`config.mk`:
```
export PLATFORM = sky130hd
export DESIGN_NAME = per_source_signal_strength_averager
export DESIGN_NICKNAME = d
export VERILOG_FILES = /design/src/design/psa_pkg.sv /design/src/design/psa_divider.sv /design/src/design/per_source_signal_strength_averager.sv
export VERILOG_INCLUDE_DIRS = /design/src /design/src/design
export SDC_FILE = /design/constraint.sdc
export NUM_CORES = 2
export LEC_CHECK = 0
export BUFFER_PORTS_ARGS = -buffer_cell sky130_fd_sc_hd__buf_4
export CAP_MARGIN = 15
export CORE_AREA = 2 2 368 370
export DETAILED_ROUTE_END_ITERATION = 10
export DIE_AREA = 0 0 370 372
export PLACE_DENSITY = 0.61
export SLEW_MARGIN = 20
export SYNTH_ARGS = -nofsm -noshare
export SYNTH_HDL_FRONTEND = slang
export SYNTH_SLANG_ARGS = --single-unit
```
`constraint.sdc`:
```
create_clock -name i_clk -period 9 [get_ports i_clk]
set_input_delay 1.8 -clock i_clk [delete_from_list [all_inputs] [get_ports i_clk]]
set_output_delay 1.8 -clock i_clk [all_outputs]
set_load 0.01 [all_outputs]
```
`src/design/per_source_signal_strength_averager_defines.svh`:
```
// assertion macros for the signal strength averager
`ifndef PER_SOURCE_SIGNAL_STRENGTH_AVERAGER_DEFINES_SVH
`define PER_SOURCE_SIGNAL_STRENGTH_AVERAGER_DEFINES_SVH
`ifndef SYNTH
`define PSA_ASSERT(label, clk, rst_n, prop, msg) \
    label: assert property (@(posedge clk) disable iff (!rst_n) (prop)) else $error(msg);
`define PSA_ASSERT_ALWAYS(label, clk, prop, msg) \
    label: assert property (@(posedge clk) (prop)) else $error(msg);
`else
`define PSA_ASSERT(label, clk, rst_n, prop, msg)
`define PSA_ASSERT_ALWAYS(label, clk, prop, msg)
`endif
`endif

```
`src/design/psa_pkg.sv`:
```
package psa_pkg;
    typedef enum logic [3:0] {
        ST_IDLE,
        ST_KEY,
        ST_FREE,
        ST_SLOT_RD,
        ST_SLOT,
        ST_ACC,
        ST_FIN_RD,
        ST_FIN,
        ST_DIV,
        ST_DIV_END,
        ST_OUT
    } t_state;

    localparam logic [2:0] STATUS_ACCUM     = 3'd0;
    localparam logic [2:0] STATUS_NO_ENTRY  = 3'd1;
    localparam logic [2:0] STATUS_NO_SLOT   = 3'd2;
    localparam logic [2:0] STATUS_FINISHED  = 3'd3;
    localparam logic [2:0] STATUS_NOT_FOUND = 3'd4;

    typedef struct packed {
        logic start;
        logic busy;
    } t_div_ctrl;
endpackage

```
`src/design/psa_divider.sv`:
```
module psa_divider (
    input  logic        i_clk,
    input  logic        i_rst_n,
    input  logic        i_start,
    input  logic [15:0] i_dividend,
    input  logic [7:0]  i_divisor,
    output logic        o_busy,
    output logic [15:0] o_quotient
);
    // restoring divider, one quotient bit per cycle
    logic [15:0] r_quot;
    logic [8:0]  r_rem;
    logic [7:0]  r_dvs;
    logic [4:0]  r_cnt;
    logic [8:0]  w_shift;
    logic [9:0]  w_diff;

    assign w_shift = {r_rem[7:0], r_quot[15]};
    assign w_diff  = {1'b0, w_shift} - {2'b00, r_dvs};

    always_ff @(posedge i_clk) begin
        if (!i_rst_n) begin
            r_cnt <= '0;
        end else if (i_start) begin
            r_cnt <= 5'd16;
        end else if (r_cnt != 5'd0) begin
            r_cnt <= r_cnt - 5'd1;
        end
    end

    always_ff @(posedge i_clk) begin
        if (i_start) begin
            r_quot <= i_dividend;
            r_rem  <= '0;
            r_dvs  <= i_divisor;
        end else if (r_cnt != 5'd0) begin
            if (!w_diff[9]) begin
                r_rem  <= w_diff[8:0];
                r_quot <= {r_quot[14:0], 1'b1};
            end else begin
                r_rem  <= w_shift;
                r_quot <= {r_quot[14:0], 1'b0};
            end
        end
    end

    assign o_busy     = (r_cnt != 5'd0);
    assign o_quotient = r_quot;
endmodule

```
`src/design/per_source_signal_strength_averager.sv`:
```
// per-source signal strength averager
// input channel: i_valid / o_stall with mode, source_id, truth_value,
// receiver_id and strength; output channel: o_valid / i_stall with status,
// best_receiver and best_average, one result transaction per input
// transaction.
// the block takes one transaction at a time: o_stall is high from the
// accepting edge until its result has been taken.
// an accumulate does one key compare per cycle, then reads the slot memory
// one slot word at a time, each read taking a read state and a check state;
// a finish adds, per used slot, the slot read and a run of the shared
// radix-2 divider (16 steps).
// at reset the key table and the slot valid bits clear, so an
// unwritten slot reads as zero; no clearing pass is needed.
// while the receiver stalls, the result holds in the output register and no
// new transaction is accepted.
module per_source_signal_strength_averager #(
    parameter int TABLE_ENTRIES       = 8,
    parameter int RECEIVERS_PER_ENTRY = 4
) (
    input  logic        i_clk,
    input  logic        i_rst_n,
    input  logic        i_valid,
    output logic        o_stall,
    input  logic        i_mode,
    input  logic [19:0] i_source_id,
    input  logic [15:0] i_truth_value,
    input  logic [7:0]  i_receiver_id,
    input  logic [7:0]  i_strength,
    output logic        o_valid,
    input  logic        i_stall,
    output logic [2:0]  o_status,
    output logic [7:0]  o_best_receiver,
    output logic [7:0]  o_best_average
);
    import psa_pkg::*;
    `include "per_source_signal_strength_averager_defines.svh"

    localparam int EW = (TABLE_ENTRIES > 1) ? $clog2(TABLE_ENTRIES) : 1;
    localparam int RW = (RECEIVERS_PER_ENTRY > 1) ? $clog2(RECEIVERS_PER_ENTRY) : 1;
    localparam int SLOTS = TABLE_ENTRIES * RECEIVERS_PER_ENTRY;
    localparam int SW = (SLOTS > 1) ? $clog2(SLOTS) : 1;
    localparam logic [EW:0] ELAST = (EW+1)'(TABLE_ENTRIES - 1);
    localparam logic [RW:0] RLAST = (RW+1)'(RECEIVERS_PER_ENTRY - 1);

    t_state r_state, n_state;

    logic [19:0] r_ent_src [TABLE_ENTRIES];
    logic [15:0] r_ent_tru [TABLE_ENTRIES];
    logic [SLOTS-1:0] r_slot_vld;
    logic [31:0] m_slot [SLOTS];
    logic [31:0] r_rd;

    logic        r_mode;
    logic [19:0] r_src;
    logic [15:0] r_tru;
    logic [7:0]  r_rcv;
    logic [7:0]  r_str;
    logic [EW:0] r_e;
    logic [RW:0] r_r;
    logic [2:0]  r_status;
    logic [7:0]  r_best_rcv;
    logic [7:0]  r_best_avg;
    logic        r_valid;

    logic [EW-1:0] w_e;
    logic [RW-1:0] w_r;
    logic [SW-1:0] w_addr;
    logic [31:0]   w_word;
    logic [7:0]    w_srcv;
    logic [15:0]   w_ssum;
    logic [7:0]    w_scnt;
    logic          w_key_hit;
    logic          w_accept;
    t_div_ctrl     w_div;
    logic [15:0]   w_quot;
    logic [7:0]    w_avg;
    logic          w_we;
    logic [31:0]   w_wdata;

    assign w_e    = r_e[EW-1:0];
    assign w_r    = r_r[RW-1:0];
    assign w_addr = SW'(w_e * RECEIVERS_PER_ENTRY + w_r);
    assign w_word = r_slot_vld[w_addr] ? r_rd : 32'd0;
    assign w_srcv = w_word[31:24];
    assign w_ssum = w_word[23:8];
    assign w_scnt = w_word[7:0];
    assign w_key_hit = (r_ent_src[w_e] == r_src) && (r_ent_tru[w_e] == r_tru);
    assign w_accept  = i_valid && !o_stall;

    assign w_div.start = (r_state == ST_FIN) && (w_srcv != 8'd0);

    psa_divider u_div (
        .i_clk      (i_clk),
        .i_rst_n    (i_rst_n),
        .i_start    (w_div.start),
        .i_dividend (w_ssum),
        .i_divisor  (w_scnt),
        .o_busy     (w_div.busy),
        .o_quotient (w_quot)
    );
    // count 0 divides to all ones; force the average to 0 then
    assign w_avg = (w_scnt == 8'd0) ? 8'd0 :
                   (w_quot > 16'd255) ? 8'd255 : w_quot[7:0];

    always_comb begin
        n_state = r_state;
        unique case (r_state)
            ST_IDLE:    if (w_accept) n_state = ST_KEY;
            ST_KEY: begin
                if (w_key_hit) begin
                    n_state = r_mode ? ST_FIN_RD : ST_SLOT_RD;
                end else if (r_e == ELAST) begin
                    n_state = r_mode ? ST_OUT : ST_FREE;
                end
            end
            ST_FREE: begin
                if (r_ent_src[w_e] == 20'd0) n_state = ST_SLOT_RD;
                else if (r_e == ELAST) n_state = ST_OUT;
            end
            ST_SLOT_RD: n_state = ST_SLOT;
            ST_SLOT: begin
                if (w_srcv == r_rcv || w_srcv == 8'd0) n_state = ST_ACC;
                else if (r_r == RLAST) n_state = ST_OUT;
                else n_state = ST_SLOT_RD;
            end
            ST_ACC:     n_state = ST_OUT;
            ST_FIN_RD:  n_state = ST_FIN;
            ST_FIN:     n_state = (w_srcv == 8'd0) ? ST_OUT : ST_DIV;
            ST_DIV:     if (!w_div.busy) n_state = ST_DIV_END;
            ST_DIV_END: n_state = (r_r == RLAST) ? ST_OUT : ST_FIN_RD;
            ST_OUT:     if (r_valid && !i_stall) n_state = ST_IDLE;
            default:    n_state = ST_IDLE;
        endcase
    end

    always_comb begin
        w_we    = 1'b0;
        w_wdata = w_word;
        unique case (r_state)
            ST_ACC: begin
                w_we = 1'b1;
                w_wdata[31:24] = r_rcv;
                if (w_scnt != 8'd255) begin
                    w_wdata[23:8] = w_ssum + 16'(r_str);
                    w_wdata[7:0]  = w_scnt + 8'd1;
                end
            end
            ST_DIV_END: begin
                w_we    = 1'b1;
                w_wdata = '0;
            end
            default: ;
        endcase
    end

    always_ff @(posedge i_clk) begin
        if (w_we) m_slot[w_addr] <= w_wdata;
        r_rd <= m_slot[w_addr];
    end

    always_ff @(posedge i_clk) begin
        if (!i_rst_n) begin
            r_state    <= ST_IDLE;
            r_valid    <= 1'b0;
            r_slot_vld <= '0;
            for (int i = 0; i < TABLE_ENTRIES; i++) begin
                r_ent_src[i] <= '0;
                r_ent_tru[i] <= '0;
            end
        end else begin
            r_state <= n_state;
            if (w_we) r_slot_vld[w_addr] <= 1'b1;
            if (r_state == ST_FREE && r_ent_src[w_e] == 20'd0) begin
                r_ent_src[w_e] <= r_src;
                r_ent_tru[w_e] <= r_tru;
            end
            if (r_state == ST_KEY && w_key_hit && r_mode) begin
                r_ent_src[w_e] <= '0;
                r_ent_tru[w_e] <= '0;
            end
            if (r_state == ST_OUT && r_valid && !i_stall) r_valid <= 1'b0;
            else if (n_state == ST_OUT && r_state != ST_OUT) r_valid <= 1'b1;
        end
    end

    always_ff @(posedge i_clk) begin
        unique case (r_state)
            ST_IDLE: begin
                if (w_accept) begin
                    r_mode     <= i_mode;
                    r_src      <= i_source_id;
                    r_tru      <= i_truth_value;
                    r_rcv      <= i_receiver_id;
                    r_str      <= i_strength;
                    r_best_rcv <= i_receiver_id;
                    r_best_avg <= i_strength;
                    r_e        <= '0;
                    r_r        <= '0;
                end
            end
            ST_KEY: begin
                if (w_key_hit) begin
                    r_r <= '0;
                    if (r_mode) begin
                        r_status   <= STATUS_FINISHED;
                        r_best_avg <= 8'd1;
                    end
                end else if (r_e == ELAST) begin
                    r_e      <= '0;
                    r_status <= r_mode ? STATUS_NOT_FOUND : STATUS_NO_ENTRY;
                end else begin
                    r_e <= r_e + 1'b1;
                end
            end
            ST_FREE: begin
                if (r_ent_src[w_e] != 20'd0 && r_e != ELAST) r_e <= r_e + 1'b1;
            end
            ST_SLOT: begin
                if (w_srcv == r_rcv || w_srcv == 8'd0) r_status <= STATUS_ACCUM;
                else if (r_r == RLAST) r_status <= STATUS_NO_SLOT;
                else r_r <= r_r + 1'b1;
            end
            ST_DIV_END: begin
                if (w_avg > r_best_avg) begin
                    r_best_avg <= w_avg;
                    r_best_rcv <= w_srcv;
                end
                if (r_r != RLAST) r_r <= r_r + 1'b1;
            end
            default: ;
        endcase
    end

    assign o_stall         = (r_state != ST_IDLE);
    assign o_valid         = r_valid;
    assign o_status        = r_status;
    assign o_best_receiver = r_best_rcv;
    assign o_best_average  = r_best_avg;

    `PSA_ASSERT(a_valid_in_out, i_clk, i_rst_n, o_valid |-> r_state == ST_OUT, "valid outside output state")
    `PSA_ASSERT(a_busy_stall, i_clk, i_rst_n, (r_state != ST_IDLE) |-> o_stall, "accepted while busy")
    `PSA_ASSERT(a_div_once, i_clk, i_rst_n, w_div.start |=> w_div.busy, "divider did not start")
    `PSA_ASSERT(a_status_range, i_clk, i_rst_n, o_valid |-> o_status <= STATUS_NOT_FOUND, "bad status")
    `PSA_ASSERT_ALWAYS(a_reset_idle, i_clk, !i_rst_n |=> r_state == ST_IDLE && !o_valid, "reset not idle")
endmodule
```
# Word level (Yosys, flattened, before mapping)
# Memory sizes are Yosys's and may differ from the RTL's. A register that Yosys moved wholly into a read port is not among the register bits.
# Cells that the tools add are included.
dict set report word_totals {
  register_bits 153
  mem_count 3
  ram_bits 1312
  elab_cells 183
  output_inout_bits 21
}
dict set report classes {
  mux 75
  n_addsub 7
  n_lt_le_gt_ge 4
  eq_ne 32
  bitwise_logic 4
  reduce_logical 40
}
# memory depth width rd rd_ports_with_merged_regs write_ports line_no
set memory_table {}
lappend memory_table {m_slot 32 32 1 1 1 per_source_signal_strength_averager.sv:50} ;# logic [31:0] m_slot [SLOTS];
lappend memory_table {r_ent_src 8 20 1 1 8 per_source_signal_strength_averager.sv:47} ;# logic [19:0] r_ent_src [TABLE_ENTRIES];
lappend memory_table {r_ent_tru 8 16 1 1 8 per_source_signal_strength_averager.sv:48} ;# logic [15:0] r_ent_tru [TABLE_ENTRIES];
# op n
set op_table {}
lappend op_table {{2-to-1 mux 8 bit} 9}
lappend op_table {{2-to-1 mux 16 bit} 4}
lappend op_table {{one-hot mux 32 bit (2 select lines)} 1}
lappend op_table {{2-to-1 mux 4 bit} 15}
lappend op_table {{2-to-1 mux 3 bit} 16}
lappend op_table {{one-hot mux 4 bit (11 select lines)} 1}
lappend op_table {{2-to-1 mux 20 bit} 2}
lappend op_table {{2-to-1 mux 32 bit} 1}
lappend op_table {{OR 32 bit} 1}
lappend op_table {{2-to-1 mux 24 bit} 1}
lappend op_table {{one-hot mux 8 bit (3 select lines)} 1}
lappend op_table {{equality test 20 bit} 1}
lappend op_table {{equality test 4 x 3 -> 1 bit, second input constant} 5}
lappend op_table {{logical NOT 20 bit} 1}
lappend op_table {{nonzero test 20 bit} 1}
lappend op_table {{OR reduction 20 bit} 1}
lappend op_table {{adder 16 x 8 -> 16 bit} 1}
lappend op_table {{equality test 16 bit} 1}
lappend op_table {{equality test 4 bit, second input constant} 4}
lappend op_table {{greater-than comparator 16 x 8 -> 1 bit, second input constant} 1}
lappend op_table {{logical NOT 8 bit} 2}
lappend op_table {{!= test 2 bit, second input constant} 8}
lappend op_table {{one-hot mux 8 bit (2 select lines)} 1}
lappend op_table {{OR reduction 16 bit} 1}
lappend op_table {{44 further kinds} 82}

# Depth between registers and ports, before layout
dict set report depth {
  word_depth 10
  depth_mapped 23
}

# Hierarchy
# A second synthesis with hierarchy kept.
dict set report unflattened {
  cells_unflattened 3332
  area_unflattened_um2 60211.5
}
# mod seq_area_each_um2 cells_each instances area_per_inst_um2
set by_module_without_submodules {}
lappend by_module_without_submodules {per_source_signal_strength_averager 43211.4 3168 1 58348.5}
lappend by_module_without_submodules {psa_divider 980.9 164 1 1863.0}

# Worst setup path after synthesis
# OpenSTA, ideal clock, no wires.
dict set report synth_path {
  path_kind {register -> register}
  startpoint {register r_e[0]}
  endpoint {memory m_slot[0][14] (data pin)}
  synth_period_minus_slack_ps 5426
  stages_incl_launch_ff 19
  setup_slack_ps 3574
  setup_time_ps 467
  arrival_ps 4959
  path_buffers 3
  cell_sequence {edfxtp_1 or3b_1 clkbuf_1 o22ai_1 nor4_1 o21bai_1 clkbuf_1 buf_1 nand2_1 inv_1 ha_1 inv_1 fa_1 nor2b_1 o21ai_0 a21oi_1 o21ai_0 and3_1 o31ai_1}
}
dict set report synth_via {
  elab_chain_len 7
  word_cells_on_any_way 8
  classes_between {2 x add/sub; 1 x eq/ne; 5 x mux}
}
# item line_no
set synth_lines {}
lappend synth_lines {{start: declaration} per_source_signal_strength_averager.sv:58} ;# logic [EW:0] r_e;
lappend synth_lines {{start signal: assignment} per_source_signal_strength_averager.sv:212} ;# r_e <= r_e + 1'b1;
lappend synth_lines {{start signal: assignment} per_source_signal_strength_averager.sv:216} ;# if (r_ent_src[w_e] != 20'd0 && r_e != ELAST) r_e <= r_e + 1'b1;
lappend synth_lines {{adder 5 x 2 -> 5 bit *} per_source_signal_strength_averager.sv:82} ;# assign w_addr = SW'(w_e * RECEIVERS_PER_ENTRY + w_r);
lappend synth_lines {{binary-select mux 1 bit (select 5 bit) *} per_source_signal_strength_averager.sv:83} ;# assign w_word = r_slot_vld[w_addr] ? r_rd : 32'd0;
lappend synth_lines {{2-to-1 mux 1 bit (not written as such) *} per_source_signal_strength_averager.sv:83}
lappend synth_lines {{2-to-1 mux 32 bit *} per_source_signal_strength_averager.sv:83}
lappend synth_lines {{adder 16 x 8 -> 16 bit / != test 8 bit (equally long branches)} {per_source_signal_strength_averager.sv:144, per_source_signal_strength_averager.sv:143}}
lappend synth_lines {{2-to-1 mux 24 bit} per_source_signal_strength_averager.sv:143} ;# if (w_scnt != 8'd255) begin
lappend synth_lines {{one-hot mux 32 bit (2 select lines) *} per_source_signal_strength_averager.sv:139} ;# unique case (r_state)
lappend synth_lines {{via w_wdata[14]} per_source_signal_strength_averager.sv:78} ;# logic [31:0] w_wdata;
lappend synth_lines {{end: declaration} per_source_signal_strength_averager.sv:50}
# Mark *: on every way through the listed nets, which the timed path passes. The rest lies on a longest branch. The select of a mux whose other input is x is not followed.

# Final worst setup path
dict set report layout_path {
  startpoint {register r_e[2]}
  endpoint {memory m_slot[0][16] (data pin)}
}
# The elaborated chain is that of the path after synthesis.

==> Flow_metrics.wiki <==
{| class="wikitable"
! Metric !! Value
|-
| Hold Crit Start || r_slot_vld[1]$_SDFFE_PN0N_
|-
| Critical path startpoint category || flop
|-
| Skew-Pair Late Insertion Delay || 0.80 ns
|-
| R2r setup slk || 2.89 ns
|-
| Clock tree from TritonCTS || done
|-
| Clock-pin slew on the worst setup and hold paths || 0.06 ns
|-
| Max_cap viols || 0
|-
| Worst r2r dst || m_slot[0][16]$_DFFE_PP_
|-
| Count of pins over their slew limit || 0
|-
| Post-synthesis sequential area ratio || 74.0%
|-
| Run status || finished clean
|-
| Number of flops mapped to enable cells by yosys || 1415
|-
| Buffers added on ports || 77
|-
| Largest cells by area after synthesis || edfxtp_1 71%, mux4_2 11%, dfxtp_1 2.8%
|-
| Count of cells resized by post-cts repair || 0
|-
| Synth top area share || 71.1%
|-
| Worst setup path endpoint || m_slot[0][16]$_DFFE_PP_
|-
| Slowest library cell on the worst path || a21o_1
|-
| Area growth syn-to-layout || 14.3%
|-
| Wire length of the first global-routing pass || 228000 um
|-
| Worst path cell trace || nand3b_1 > o21ai_0 > nor4_1 > o21bai_4 > buf_4 > nand2_1 > inv_1 > ha_1 > inv_1 > fa_1 > nor2b_1 > o21ai_0 > a21oi_1 > o21ai_0 > a21oi_1 > o21ai_0 > a21oi_1 > nor3_1 > a21o_1
|-
| Number of antenna violations at the first check in global routing || 4
|-
| Minimum clock period after layout || 6.11 ns
|-
| Share of flip-flops with an asynchronous set or reset after synthesis || 0%
|-
| Root Buffer Master || clkbuf_16
|-
| DRT iter0 DRCs || 4155
|-
| Area of the mapped netlist || 59700 sq um
|-
| H-tree depth || 4
|-
| Number of nets with antenna violations after routing || 0
|-
| Worst clock skew || 0.0393 ns
|-
| Type of the worst setup path || reg -> reg
|-
| Post-CTS setup buffer count || 0
|-
| Via count of the first global-routing pass || 32100
|-
| Setup TNS after final layout || 0 ns
|-
| X dimension of the die || 370 um
|-
| Global-route usage over all layers || 23.2%
|-
| FILL cells || 10800
|-
| Detailed-route via count || 32600
|-
| Pin count of the biggest net entering global routing || 86
|-
| Global placement routability congestion || 0.837
|-
| Placeable core area || 134000 sq um
|-
| Unrepaired setup endpoints after global routing || no
|-
| CTS Buffer Depth || 3
|-
| Data arrival, critical path || 6.54 ns
|-
| Final setup violation count || 0
|-
| Warnings, synthesis || 0
|-
| Critical Path Sink Type || flop
|-
| Power per Cell Area || 252 nW/um^2
|-
| Initial Utilization || 44.5%
|-
| Worst reg2reg path depth || 19
|-
| Placed wire-length estimate after detailed placement || 83000 um
|-
| 1st-pass router iterations || 6
|-
| Total number of placement rows || 135
|-
| Antenna diode count || 0
|-
| Mean instance size in the synthesized netlist || 17.7 sq um
|-
| Transition at the pin with the smallest max-transition slack || 1.16 ns
|-
| Average routed wire per standard cell || 29.2 um
|-
| Share of the clock period used by the worst path after layout || 67.9%
|-
| Number of buffers inserted during clock tree synthesis || 157
|-
| Max Clk Rate || 164 MHz
|-
| Total Routed Length || 159000 um
|-
| Worst slew slack as a fraction of its limit || 22.5%
|-
| Worst path max stage delay || 0.78 ns
|-
| Syn nets || 3475
|-
| Number of I/O pins || 78
|-
| Data required time at the worst endpoint || 9.43 ns
|-
| Layout cells sized above 1 || 21.9%
|-
| Aggregate global routing overflow || 0
|-
| Worst IR Drop VDD || 0.000179 V
|-
| Worst flop-to-flop path startpoint || r_e[2]$_DFFE_PP_
|-
| WP depth || 19
|-
| Vias per inst || 5.98
|-
| Drt drc || 0
|-
| Timing startpoint of the critical path || r_e[2]$_DFFE_PP_
|-
| Cells after Synth || 3383
|-
| Area leader, netlist || edfxtp_1
|-
| Flip-flop and latch count after synthesis || 1500
|-
| Final count of hold timing violations || 0
|-
| Highest fanout seen on the critical path || 34
|-
| Utilization of the core after routing || 50.8%
|-
| Clock sink count || 1500
|-
| Leakage dissipation || 22.2 nW
|-
| Post-synth cell types || 74
|-
| Crit path max-delay family || compound AO/OA/AOI/OAI gates
|-
| Top_reg_cell synth || edfxtp_1
|-
| Number of buffers and inverters on the critical path || 3
|-
| CP most frequent cell || o21ai_0
|-
| Die Y || 372 um
|-
| DIE AREA || 138000 sq um
|-
| Hold_buf cts || 0
|-
| Total Nets Final || 3636
|-
| Class of the most critical hold timing path || reg -> reg
|}
[cell families (layout without fill, tap and decap cells)]
family | after synthesis | in the layout | share of synthesized area [%]
muxes | 418 | 418 | 13.2
DFF | 1500 | 1500 | 74.0
buffers and inverters | 222 | 517 | 1.52
and+or+nand+nor | 812 | 812 | 5.87
AOI/OAI and AO/OA | 350 | 350 | 3.98
xor gates and xnor gates | 46 | 46 | 0.674
adders and majority gates | 35 | 35 | 0.758
[sequential cells by signal (all words and copies together), names as in the netlist, 16 cells and up, named ones only]
name	cells
m_slot	1024
r_ent_src	160
r_ent_tru	128
r_rd	32
r_slot_vld	32
r_src	20
r_tru	16
u_div.o_quotient	16
[per-layer routing]
layer  wire (um)  GRT usage, %  share of wire, %
met3       12800          4.04               8.0
met2       76200          37.0                48
met5          11             0            0.0069
met1       67000          33.2                42
met4        3510          6.25               2.2
[cell usage after synthesis (9+ instances only)]
cell type / n
xnor2_1: 26
inv_1: 43
edfxtp_1: 1415
mux2_2: 9
nand4_1: 45
clkbuf_1: 106
buf_1: 31
nor2_1: 451
ha_1: 33
nand2_1: 182
a211oi_1: 11
mux2_1: 16
mux4_2: 294
and3_1: 12
dfxtp_1: 85
a21oi_1: 44
buf_2: 34
nand3_1: 34
nor3_1: 12
and2_1: 14
nor2b_1: 17
o22ai_1: 11
a22oi_1: 155
mux2i_1: 99
o21ai_0: 64
xor2_1: 20
a21o_1: 10
[placed cells by master, fill, tap and decap left out, types with 13 or more instances in the layout]
cell,instances
nand2_1,174
nand3_1,34
o21ai_0,50
nor2_4,33
buf_4,175
ha_1,33
inv_1,43
clkinv_2,32
dfxtp_1,82
nor2b_1,17
clkinv_1,32
mux2_1,16
nor2_1,417
edfxtp_1,1415
clkbuf_8,13
and2_1,14
a21oi_1,36
a22oi_1,155
clkbuf_1,32
mux2i_1,95
clkbuf_16,157
nand4_1,45
xor2_1,20
mux4_2,294
xnor2_1,26
[per-stage QoR]
step	area (sq um)	hold WS, ns	std cells	worst slack, ns	power [mW]
after floorplan	59700	0.435	3383	3.57	10.0
after global placement	63000	0.447	5163	2.63	10.9
after detailed placement	63100	0.456	5163	2.52	10.9
after CTS	68200	0.470	5456	2.50	17.3
after global routing	68300	0.479	5459	2.46	17.7
final	68300	0.470	5459	2.89	17.2
[report_power, final]
group	switching, mW	leakage, nW	internal (mW)
logic	1.47	5.74	0.921
registers	0.273	13.9	8.12
clock network	2.73	2.51	3.66
[worst min path at each step]
stage | to | cells after the start
3_3_place_gp | r_slot_vld[7]$_SDFFE_PN0N_ | 2
6_report | r_slot_vld[1]$_SDFFE_PN0N_ | 2
4_1_cts | r_slot_vld[7]$_SDFFE_PN0N_ | 2
3_5_place_dp | r_slot_vld[7]$_SDFFE_PN0N_ | 2
5_1_grt | r_slot_vld[7]$_SDFFE_PN0N_ | 2
2_1_floorplan | r_slot_vld[22]$_SDFFE_PN0N_ | 2
[cell type report]
| class | instances | area, sq um | share of cell area (%) |
|---|---|---|---|
| clock buffers | 202 | 4230 | 6.19 |
| clock inverters | 91 | 887 | 1.30 |
| inverters | 45 | 169 | 0.247 |
| multi-input cells | 1661 | 15200 | 22.2 |
| flip-flops and latches | 1500 | 44200 | 64.7 |
| well taps | 1781 | 2230 | 3.26 |
| repair buffers | 179 | 1400 | 2.06 |
[worst reg2reg max path, delay by kind of cell (launching register included)]
kind	cells	cell delay, ns
adder cells (fa/ha/maj)	2	0.41
flip-flops	1	0.77
AO/OA/AOI/OAI	9	2.43
AND/OR/NAND/NOR	5	1.68
buffers and inverters	3	0.44
No activity file was read; power rests on OpenSTA's default activity.
